<file path="config.mk">
export PLATFORM = sky130hd
export DESIGN_NAME = biquad_iir_filter
export DESIGN_NICKNAME = d
export VERILOG_FILES = /design/src/design/bqf_pkg.sv /design/src/design/biquad_iir_filter.sv
export SDC_FILE = /design/constraint.sdc
export NUM_CORES = 2
export LEC_CHECK = 0
export BUFFER_PORTS_ARGS = -buffer_cell sky130_fd_sc_hd__buf_2
export CAP_MARGIN = 25
export CORE_ASPECT_RATIO = 1.5
export CORE_MARGIN = 4
export CORE_UTILIZATION = 65
export CTS_BUF_LIST = sky130_fd_sc_hd__clkbuf_8
export DETAILED_ROUTE_END_ITERATION = 16
export GPL_ROUTABILITY_DRIVEN = 0
export PLACE_DENSITY = 0.84
export SETUP_SLACK_MARGIN = 0.02
export SYNTH_ARGS = -nofsm -noshare
export SYNTH_HDL_FRONTEND = slang
export SYNTH_SLANG_ARGS = --single-unit
export TNS_END_PERCENT = 20
</file>
<file path="constraint.sdc">
create_clock -name aclk -period 10.48 [get_ports aclk]
set_input_delay 1.572 -clock aclk [delete_from_list [all_inputs] [get_ports aclk]]
set_output_delay 1.572 -clock aclk [all_outputs]
set_load 0.01 [all_outputs]
</file>
<file path="src/design/bqf_pkg.sv">
// Package for the biquad IIR filter: fixed widths, coefficient indexes,
// control word layout and the microcode table that sequences the datapath.
// No dependencies; used by design/biquad_iir_filter.sv.
package bqf_pkg;

    localparam int DEFAULT_SAMPLE_WIDTH   = 16;
    localparam int DEFAULT_COEF_FRAC_BITS = 16;

    // The accumulator is split into two halves for the feedback products.
    localparam int ACC_WIDTH  = 40;
    localparam int ACC_HALF   = ACC_WIDTH / 2;

    localparam int NUM_COEFS      = 5;
    localparam int CFG_ADDR_WIDTH = 3;
    localparam int STEP_WIDTH     = 4;

    typedef logic [CFG_ADDR_WIDTH-1:0] coef_idx_t;

    localparam coef_idx_t COEF_B0 = coef_idx_t'(0);
    localparam coef_idx_t COEF_B1 = coef_idx_t'(1);
    localparam coef_idx_t COEF_B2 = coef_idx_t'(2);
    localparam coef_idx_t COEF_A1 = coef_idx_t'(3);
    localparam coef_idx_t COEF_A2 = coef_idx_t'(4);

    // Second multiplier operand.
    typedef enum logic [1:0] {
        SRC_IN,     // sample on the input port
        SRC_X,      // captured sample
        SRC_ALO,    // low half of the accumulator, unsigned
        SRC_AHI     // high half of the accumulator, signed
    } mul_src_t;

    typedef enum logic [2:0] {
        OP_NOP,
        OP_ACC,     // acc  <= sat(prod + delay_one)
        OP_OUT,     // result register <= sat(acc >>> F)
        OP_LOAD,    // sum  <= prod
        OP_FBH,     // fb   <= (sum + prod << half) >>> F
        OP_D1,      // delay_one <= sat(prod - fb + delay_two)
        OP_D2       // delay_two <= sat(prod - fb)
    } alu_op_t;

    typedef enum logic [1:0] {
        NX_SEQ,       // go to the following step
        NX_WAIT_IN,   // hold until a sample request is accepted
        NX_WAIT_OUT,  // hold until the result register is free
        NX_LAST       // return to the first step
    } next_t;

    typedef struct packed {
        coef_idx_t coef_sel;
        mul_src_t  src;
        alu_op_t   op;
        next_t     nxt;
    } ctrl_t;

    // The multiplier is registered, so a step consumes the product that the
    // step before it issued.
    function automatic ctrl_t ucode(input logic [STEP_WIDTH-1:0] step);
        ctrl_t cw;
        unique case (step)
            4'd0:    cw = '{COEF_B0, SRC_IN,  OP_NOP,  NX_WAIT_IN};
            4'd1:    cw = '{COEF_B0, SRC_X,   OP_ACC,  NX_SEQ};
            4'd2:    cw = '{COEF_A1, SRC_ALO, OP_OUT,  NX_WAIT_OUT};
            4'd3:    cw = '{COEF_A1, SRC_AHI, OP_LOAD, NX_SEQ};
            4'd4:    cw = '{COEF_B1, SRC_X,   OP_FBH,  NX_SEQ};
            4'd5:    cw = '{COEF_A2, SRC_ALO, OP_D1,   NX_SEQ};
            4'd6:    cw = '{COEF_A2, SRC_AHI, OP_LOAD, NX_SEQ};
            4'd7:    cw = '{COEF_B2, SRC_X,   OP_FBH,  NX_SEQ};
            4'd8:    cw = '{COEF_B2, SRC_X,   OP_D2,   NX_LAST};
            default: cw = '{COEF_B0, SRC_X,   OP_NOP,  NX_LAST};
        endcase
        return cw;
    endfunction

endpackage

</file>
<file path="src/design/biquad_iir_filter.sv">
// Biquad IIR filter, transposed direct form II, run by a microcoded sequencer
// over one shared registered multiplier and a wide add/saturate datapath.
// Depends on design/bqf_pkg.sv.
//
// Usage:
//   Samples arrive on the s_ stream channel, one signed sample per request in
//   the low bits of s_tdata; filtered samples leave on the m_ channel in the
//   low bits of m_tdata, the upper padding bits being zero.
//   Coefficients b0, b1, b2, a1, a2 (indexes 0 to 4, signed Q3.F) are written
//   through cfg_wr_en/cfg_addr/cfg_wdata while no sample is in flight; writes
//   to other indexes are dropped.
//   For each sample the sequencer runs nine control steps and issues three
//   feedforward products plus the two feedback products, each of those split
//   into two half-word passes, on the single multiplier.
//   s_tready is high only in the first step.
//   The result passes through the accumulator and then the output register,
//   where it sits, so the next sample can be taken while it waits.
//   If the receiver stalls, the following sample stops at its output step
//   until the register is free; nothing is dropped.
//   Reset restores b0 = 1.0, the other coefficients to zero, clears both
//   delay accumulators and empties the output register.
module biquad_iir_filter #(
    parameter int SAMPLE_WIDTH   = bqf_pkg::DEFAULT_SAMPLE_WIDTH,
    parameter int COEF_FRAC_BITS = bqf_pkg::DEFAULT_COEF_FRAC_BITS,
    localparam int CW  = COEF_FRAC_BITS + 4,
    localparam int TDW = ((SAMPLE_WIDTH + 7) / 8) * 8
) (
    input  logic                               aclk,
    input  logic                               aresetn,
    // Input stream. s_tdata: sample_in.
    input  logic                               s_tvalid,
    output logic                               s_tready,
    input  logic [TDW-1:0]                     s_tdata,
    // Output stream. m_tdata: sample_out.
    output logic                               m_tvalid,
    input  logic                               m_tready,
    output logic [TDW-1:0]                     m_tdata,
    // Coefficient write port.
    input  logic                               cfg_wr_en,
    input  logic [bqf_pkg::CFG_ADDR_WIDTH-1:0] cfg_addr,
    input  logic [CW-1:0]                      cfg_wdata
);

    localparam int ACC  = bqf_pkg::ACC_WIDTH;
    localparam int HALF = bqf_pkg::ACC_HALF;
    localparam int F    = COEF_FRAC_BITS;
    localparam int BW   = (SAMPLE_WIDTH > HALF + 1) ? SAMPLE_WIDTH : HALF + 1;
    localparam int PW   = CW + BW;
    localparam int SUMW = CW + ACC;
    localparam int FBW  = SUMW - F;
    localparam int DW   = ((PW > FBW) ? PW : FBW) + 2;
    localparam int SHW  = ACC - F;

    // Sequencer
    logic [bqf_pkg::STEP_WIDTH-1:0] step_reg, step_next;
    bqf_pkg::ctrl_t                 cw;
    logic                           s_accept;
    logic                           out_free;

    // Datapath
    logic signed [CW-1:0]           coef_reg [bqf_pkg::NUM_COEFS];
    logic signed [CW-1:0]           coef_sel;
    logic signed [SAMPLE_WIDTH-1:0] x_reg;
    logic signed [BW-1:0]           opb;
    logic signed [PW-1:0]           prod_reg;
    logic signed [SUMW-1:0]         sum_reg;
    logic signed [SUMW-1:0]         fb_sum;
    logic signed [FBW-1:0]          fb_reg;
    logic signed [ACC-1:0]          acc_reg;
    logic signed [ACC-1:0]          delay_one_reg;
    logic signed [ACC-1:0]          delay_two_reg;
    logic signed [DW-1:0]           prod_ext;
    logic signed [DW-1:0]           acc_sum;
    logic signed [DW-1:0]           d1_sum;
    logic signed [DW-1:0]           d2_sum;
    logic signed [SHW-1:0]          acc_shift;
    logic signed [SAMPLE_WIDTH-1:0] y_sat;
    logic [SAMPLE_WIDTH-1:0]        out_reg;
    logic                           out_valid_reg;

    function automatic logic signed [ACC-1:0] sat_acc(input logic signed [DW-1:0] v);
        logic signed [ACC-1:0] r;
        if (&v[DW-1:ACC-1] || ~|v[DW-1:ACC-1]) begin
            r = v[ACC-1:0];
        end else if (v[DW-1]) begin
            r = {1'b1, {(ACC-1){1'b0}}};
        end else begin
            r = {1'b0, {(ACC-1){1'b1}}};
        end
        return r;
    endfunction

    assign cw       = bqf_pkg::ucode(step_reg);
    assign s_tready = (cw.nxt == bqf_pkg::NX_WAIT_IN);
    assign s_accept = s_tvalid && s_tready;
    assign out_free = !out_valid_reg || m_tready;

    always_comb begin
        unique case (cw.nxt)
            bqf_pkg::NX_SEQ:      step_next = step_reg + 1'b1;
            bqf_pkg::NX_WAIT_IN:  step_next = s_accept ? step_reg + 1'b1 : step_reg;
            bqf_pkg::NX_WAIT_OUT: step_next = out_free ? step_reg + 1'b1 : step_reg;
            bqf_pkg::NX_LAST:     step_next = '0;
            default:              step_next = '0;
        endcase
    end

    // Multiplier operands
    assign coef_sel = coef_reg[cw.coef_sel];

    always_comb begin
        unique case (cw.src)
            bqf_pkg::SRC_IN:  opb = BW'(signed'(s_tdata[SAMPLE_WIDTH-1:0]));
            bqf_pkg::SRC_X:   opb = BW'(x_reg);
            bqf_pkg::SRC_ALO: opb = signed'(BW'({1'b0, acc_reg[HALF-1:0]}));
            bqf_pkg::SRC_AHI: opb = BW'(signed'(acc_reg[ACC-1:HALF]));
            default:          opb = '0;
        endcase
    end

    // Adders; the high-half feedback product lands HALF bits up, and the
    // floor shift by F is taken from the full-precision sum.
    assign prod_ext = DW'(prod_reg);
    assign fb_sum   = sum_reg + (SUMW'(prod_reg) <<< HALF);
    assign acc_sum  = prod_ext + DW'(delay_one_reg);
    assign d1_sum   = prod_ext - DW'(fb_reg) + DW'(delay_two_reg);
    assign d2_sum   = prod_ext - DW'(fb_reg);

    // Output of acc >>> F at the sample width, saturated when the shifted value is wider.
    assign acc_shift = acc_reg[ACC-1:F];

    generate
        if (SHW > SAMPLE_WIDTH) begin : g_out_sat
            always_comb begin
                if (&acc_shift[SHW-1:SAMPLE_WIDTH-1] || ~|acc_shift[SHW-1:SAMPLE_WIDTH-1]) begin
                    y_sat = acc_shift[SAMPLE_WIDTH-1:0];
                end else if (acc_shift[SHW-1]) begin
                    y_sat = {1'b1, {(SAMPLE_WIDTH-1){1'b0}}};
                end else begin
                    y_sat = {1'b0, {(SAMPLE_WIDTH-1){1'b1}}};
                end
            end
        end else begin : g_out_ext
            assign y_sat = SAMPLE_WIDTH'(acc_shift);
        end
    endgenerate

    // Control state, coefficients and delay accumulators
    always_ff @(posedge aclk) begin
        if (!aresetn) begin
            step_reg      <= '0;
            out_valid_reg <= 1'b0;
            delay_one_reg <= '0;
            delay_two_reg <= '0;
            for (int i = 0; i < bqf_pkg::NUM_COEFS; i++) begin
                coef_reg[i] <= (i == int'(bqf_pkg::COEF_B0)) ? (CW'(1) <<< F) : CW'(0);
            end
        end else begin
            step_reg <= step_next;
            if (cfg_wr_en && (cfg_addr < bqf_pkg::CFG_ADDR_WIDTH'(bqf_pkg::NUM_COEFS))) begin
                coef_reg[cfg_addr] <= cfg_wdata;
            end
            if (cw.op == bqf_pkg::OP_OUT && out_free) begin
                out_valid_reg <= 1'b1;
            end else if (m_tready) begin
                out_valid_reg <= 1'b0;
            end
            if (cw.op == bqf_pkg::OP_D1) begin
                delay_one_reg <= sat_acc(d1_sum);
            end
            if (cw.op == bqf_pkg::OP_D2) begin
                delay_two_reg <= sat_acc(d2_sum);
            end
        end
    end

    // Payload registers
    always_ff @(posedge aclk) begin
        prod_reg <= PW'(coef_sel * opb);
        if (s_accept) begin
            x_reg <= signed'(s_tdata[SAMPLE_WIDTH-1:0]);
        end
        if (cw.op == bqf_pkg::OP_ACC) begin
            acc_reg <= sat_acc(acc_sum);
        end
        if (cw.op == bqf_pkg::OP_LOAD) begin
            sum_reg <= SUMW'(prod_reg);
        end
        if (cw.op == bqf_pkg::OP_FBH) begin
            fb_reg <= fb_sum[SUMW-1:F];
        end
        if (cw.op == bqf_pkg::OP_OUT && out_free) begin
            out_reg <= y_sat;
        end
    end

    assign m_tvalid = out_valid_reg;
    assign m_tdata  = TDW'(out_reg);

endmodule
</file>
======== Word-level counts from Yosys, hierarchy flattened ========
Memory sizes are Yosys's and may differ from the RTL's. A register that Yosys moved wholly into a read port is not among the register bits.
Index checks and enable logic that the tools add are counted.
storage, ports and cells
  bits in registers ....................... 283
  bits in writable memories ............... 100
  memory bits (read-only) ................. 160
  output and inout port bits .............. 18
  memories kept ........................... 2
operators by class
  add/sub/neg operators ................... 5
  $mul .................................... 1
  order comparisons ....................... 1
  eq/ne operators ......................... 14
  muxes and demuxes ....................... 23
  reduce and logical (&&, ||, !) cells .... 26
memory list
  memory            depth  bits a word  read ports  clocked after memory_dff  wr ports  RTL line                 RTL
  (name not given)  16     10           1           1                         0         bqf_pkg.sv:61            unique case (step)
  coef_reg          5      20           1           0                         5         biquad_iir_filter.sv:61  logic signed [CW-1:0] coef_reg [bqf_pkg::NUM_COEFS];
operators by type and width
  operator                                                               count
  40-bit two-way mux                                                     6
  21-bit case mux with 4 select lines                                    1
  41-bit by 60-bit adder with 60-bit output                              1
  45-bit by 40-bit adder with 46-bit output                              1
  41-bit by 44-bit subtractor with 45-bit output                         1
  41-bit by 40-bit adder with 42-bit output                              1
  20-bit by 21-bit multiplier with 41-bit output                         1
  16-bit two-way mux                                                     2
  7-bit AND reduction                                                    3
  7-bit OR reduction                                                     3
  20-bit two-way mux                                                     1
  20-bit OR reduction                                                    1
  4-bit two-way mux                                                      4
  4-bit case mux with 4 select lines                                     1
  3-bit equality test, second input constant                             3
  9-bit AND reduction                                                    1
  9-bit OR reduction                                                     1
  2-bit equality test, second input constant                             4
  1-bit two-way mux                                                      7
  3-bit by 2-bit equality test with 1-bit output, second input constant  2
  1-bit zero test                                                        5
  1-bit logical OR                                                       5
  4-bit by 1-bit adder with 4-bit output, second input constant          1
  2-bit by 1-bit equality test with 1-bit output, second input constant  2
  other kinds (9)                                                        12

======== Logic depth before layout (Yosys ltp) ========
  depth after elaboration ................. 7
  gate-level depth with buffers ........... 33
  gate-level depth less buffers ........... 31

======== Least setup slack after synthesis ========
OpenSTA, ideal clock, no wires.
  kind .................................... input-to-reg
  from .................................... in s_tdata[10]
  to ...................................... reg prod_reg[39]
  library setup time ...................... 123 ps
  arrival time ............................ 9012 ps
  required time ........................... 10357 ps
  setup slack ............................. 1345 ps
  stages .................................. 27
  path buffers ............................ 0
  cell sequence ........................... mux2_2 o21ai_0 nor2_1 fa_1 fa_1 inv_1 fa_1 inv_1 fa_1 inv_1 fa_1 inv_1 fa_1 inv_1 fa_1 inv_1 ha_1 a211o_1 a211oi_1 o31ai_1 a221oi_1 o21ai_0 a211oi_1 o21ai_0 a2111oi_0 o21bai_1 xor2_1
on the way
  word-level cells in the longest chain between the ends .. 2
ends and longest elaborated chain
  item                                            RTL line                  RTL
  start: declaration                              biquad_iir_filter.sv:33   input logic [TDW-1:0] s_tdata,
  21-bit case mux with 4 select lines             biquad_iir_filter.sv:112  unique case (cw.src)
  20-bit by 21-bit multiplier with 41-bit output  biquad_iir_filter.sv:179  prod_reg <= PW'(coef_sel * opb);
  end signal: assignment                          biquad_iir_filter.sv:179
  end: declaration                                biquad_iir_filter.sv:65   logic signed [PW-1:0] prod_reg;
Every way passes these cells.
A chain may end at the register's enable or synchronous reset.

======== Worst setup path in the final report ========
  from .................................... reg, netlist name cw[7]
  to ...................................... reg prod_reg[39]
on the way
  word-level cells in the longest chain between the ends .. 2
ends and longest elaborated chain
  item                                            RTL line
  memory 5 x 20 bit                               n/a
  20-bit by 21-bit multiplier with 41-bit output  biquad_iir_filter.sv:179
Every way passes these cells.

==> metrics.cfg <==
[status]
status = complete, no violations

[critical_path]
r2r_start = cw[7]$_SDFF_PP0_
crit_path_end_kind = flop
slowest_delay_ps = 770
slowest_stage = dfxtp_2
critPathLaunchType = flop
cp_max_fo = 19
cp.depth = 30
crit_family = adder cells
cp_common_cell = fa_1
cp.buffers_inverters = 7
worstSetupStartpoint = cw[7]$_SDFF_PP0_
path_class = reg2reg
reg2reg_depth = 30
worstPathArrival_ps = 10120
required_ps = 11080

[yosys]
yosysTopAreaCellShare = 0.222
synth.avg_cell_area_um2 = 10.0
synth_ff_type = edfxtp_1
synth-edff-count = 301
yosysSeqAreaShare = 0.289
synth_cells = 4072
syn_area_um2 = 40700
ys_ff_latch = 437
async_flop_share = 0
synth_cell_type_count = 77
yosys_warnings = 0
yosys.area.top_type = edfxtp_1
synthTopCellsByArea = edfxtp_1 22%, fa_1 22%, ha_1 8.7%, dfxtp_1 6.7%, inv_1 5.3%

[global_routing]
grt_pass1_wl_mm = 173
grt_pass1_vias = 32800
grt_max_degree = 51
overflow = 0
grt_usage = 0.333
antenna_found_initial = 3

[placement]
pre_cts_ws_ps = 724
io_buffers = 61
dp.final_hpwl_mm = 84.3
dpl.cell_count = 4909

[flow_run]
drv_cap = 0

[clocking]
cts_made_buffers = 70
holdBufCountCts = 0
h-tree-depth = 3
cts_tree = done
clk_latency_ps = 720
clk_path_buf_depth = 3
postCtsSetupBuffers = 0
cts_sinks = 437
root_buffer = clkbuf_8
cts_resized = 0
clk_pin_slew_ps = 80

[timing]
fin_crit_sh = 0.909
fin_crit_ps = 9520
fin_worst_skew_ps = 60.6
setup_viol = 0
finalMaxSlewViolations = 0
grt_setup_unrepaired = no
fmax_ghz = 0.105
final-hold-violation-count = 0
worstMarginPinSlew_ps = 959
tns_ps = 0
setup_slack_ps = 956
maxSlewHeadroom = 0.348

[route]
wl_per_cell_um = 21.7
drtPass1Iterations = 6
drt-total-wl_mm = 109
ant_nets = 0
avgViaCountPerCell = 6.16
drtIter0Drc = 2800
drc = 0
vias = 31000

[floorplan]
core_um2 = 62100
start_util = 0.656
die_h_um = 315
floorplan.die.width_um = 212
die_area_um2 = 66800
num_rows = 112
io_pins = 62

[finish]
drive_above_1_share = 0.0972
syn_to_final_growth_pct = 7.67
stdcell_count = 5041
largest_reg_flops = 160
nets = 4953
finish.utilization = 0.706

[min_path]
min-delay-start = sum_reg[16]$_DFFE_PN_
min_path_cells = 0
min_path_type = reg2reg

==> through the flow <==
| step | area, um2 | hold WS (ps) |
|---|---|---|
| floorplan | 40900 | 400 |
| global route | 43800 | 435 |
| finish | 43800 | 423 |
| global placement | 42300 | 404 |
| CTS | 43800 | 423 |
| detailed placement | 42300 | 408 |
==> path summary, 6_finish.rpt <==
kind	to	slack, ps
hold reg to reg	fb_reg[0]$_DFFE_PN_	420
setup reg to reg	prod_reg[39]$_DFF_P_	960
setup / recovery	prod_reg[39]$_DFF_P_	960
hold / removal	fb_reg[0]$_DFFE_PN_	420
==> synthesized netlist by cell type, drive strengths merged, types with 41 or more instances <==
master    n
inv     575
fa      442
nor2    321
edfxtp  301
ha      283
nand2   269
o21ai   213
a21oi   194
and2    149
dfxtp   136
clkbuf  135
a21o    130
xnor2   126
nand2b  103
xor2     72
nand3    43
and3     41
==> cells in the final DEF (no fill, tap or decap), types with 26 or more instances in the layout <==
master | Yosys | final
nand3_1 | 43 | 43
nand2_1 | 269 | 269
and2_1 | 149 | 149
o21ai_0 | 200 | 196
nor3_1 | 31 | 31
clkbuf_8 | 0 | 82
a21o_1 | 130 | 130
fa_1 | 442 | 442
nor2b_1 | 39 | 38
inv_1 | 575 | 591
mux2_2 | 28 | 28
o22ai_1 | 30 | 30
ha_1 | 283 | 283
nand2b_1 | 103 | 103
and3_1 | 41 | 41
o221a_2 | 38 | 38
a21oi_1 | 193 | 193
dfxtp_1 | 136 | 132
a31oi_1 | 26 | 26
o21a_1 | 40 | 40
mux4_2 | 40 | 40
xnor2_1 | 126 | 126
conb_1 | 1 | 60
xor2_1 | 72 | 72
buf_2 | 9 | 61
edfxtp_1 | 301 | 301
buf_4 | 2 | 79
o21bai_1 | 28 | 27
nor2_1 | 321 | 319
==> logic make-up (layout without fill, tap and decap cells) <==
logic type / Yosys count / after routing / share of synthesized area
adders and majority gates: 725 / 725 / 0.304
xor gates and xnor gates: 198 / 198 / 0.0426
and+or+nand+nor: 1059 / 1059 / 0.125
DFF: 437 / 437 / 0.289
other: 1 / 63 / 0.0000921
buffers and inverters: 736 / 845 / 0.0689
AOI/OAI and AO/OA: 815 / 815 / 0.132
muxes: 101 / 101 / 0.0381
==> area by class of cell <==
type | count | area [um2]
antenna | 3 | 7.51
clock buffer | 82 | 1130
clock inverter | 46 | 374
fill | 4380 | 18200
inverter | 575 | 2160
multi-input combinational | 2958 | 26500
sequential | 437 | 11800
tap | 798 | 998
timing repair buffer | 142 | 941
==> metal layers <==
metal | share of wire | up-vias | wire (um) | global-route usage
met5 | 0.00016 | - | 17 | 0
met4 | 0.075 | 2 | 8230 | 0.206
met3 | 0.077 | 486 | 8430 | 0.0569
met2 | 0.51 | 1525 | 55500 | 0.585
met1 | 0.34 | 15200 | 37300 | 0.374
li1 | - | 13900 | - | -
==> worst register-to-register path: cells and delay by family, from the launching register on <==
family,cells,cell delay (ps)
AOI/OAI and AO/OA,10,2320
and+or+nand+nor,2,170
muxes,2,1230
adders and majority gates,8,3830
DFF,1,770
xor gates and xnor gates,1,160
buffers and inverters,7,940
Power is left out: the tool's default activity adds up to more than one toggle a clock period on the data nets, which glitch-free logic cannot reach.
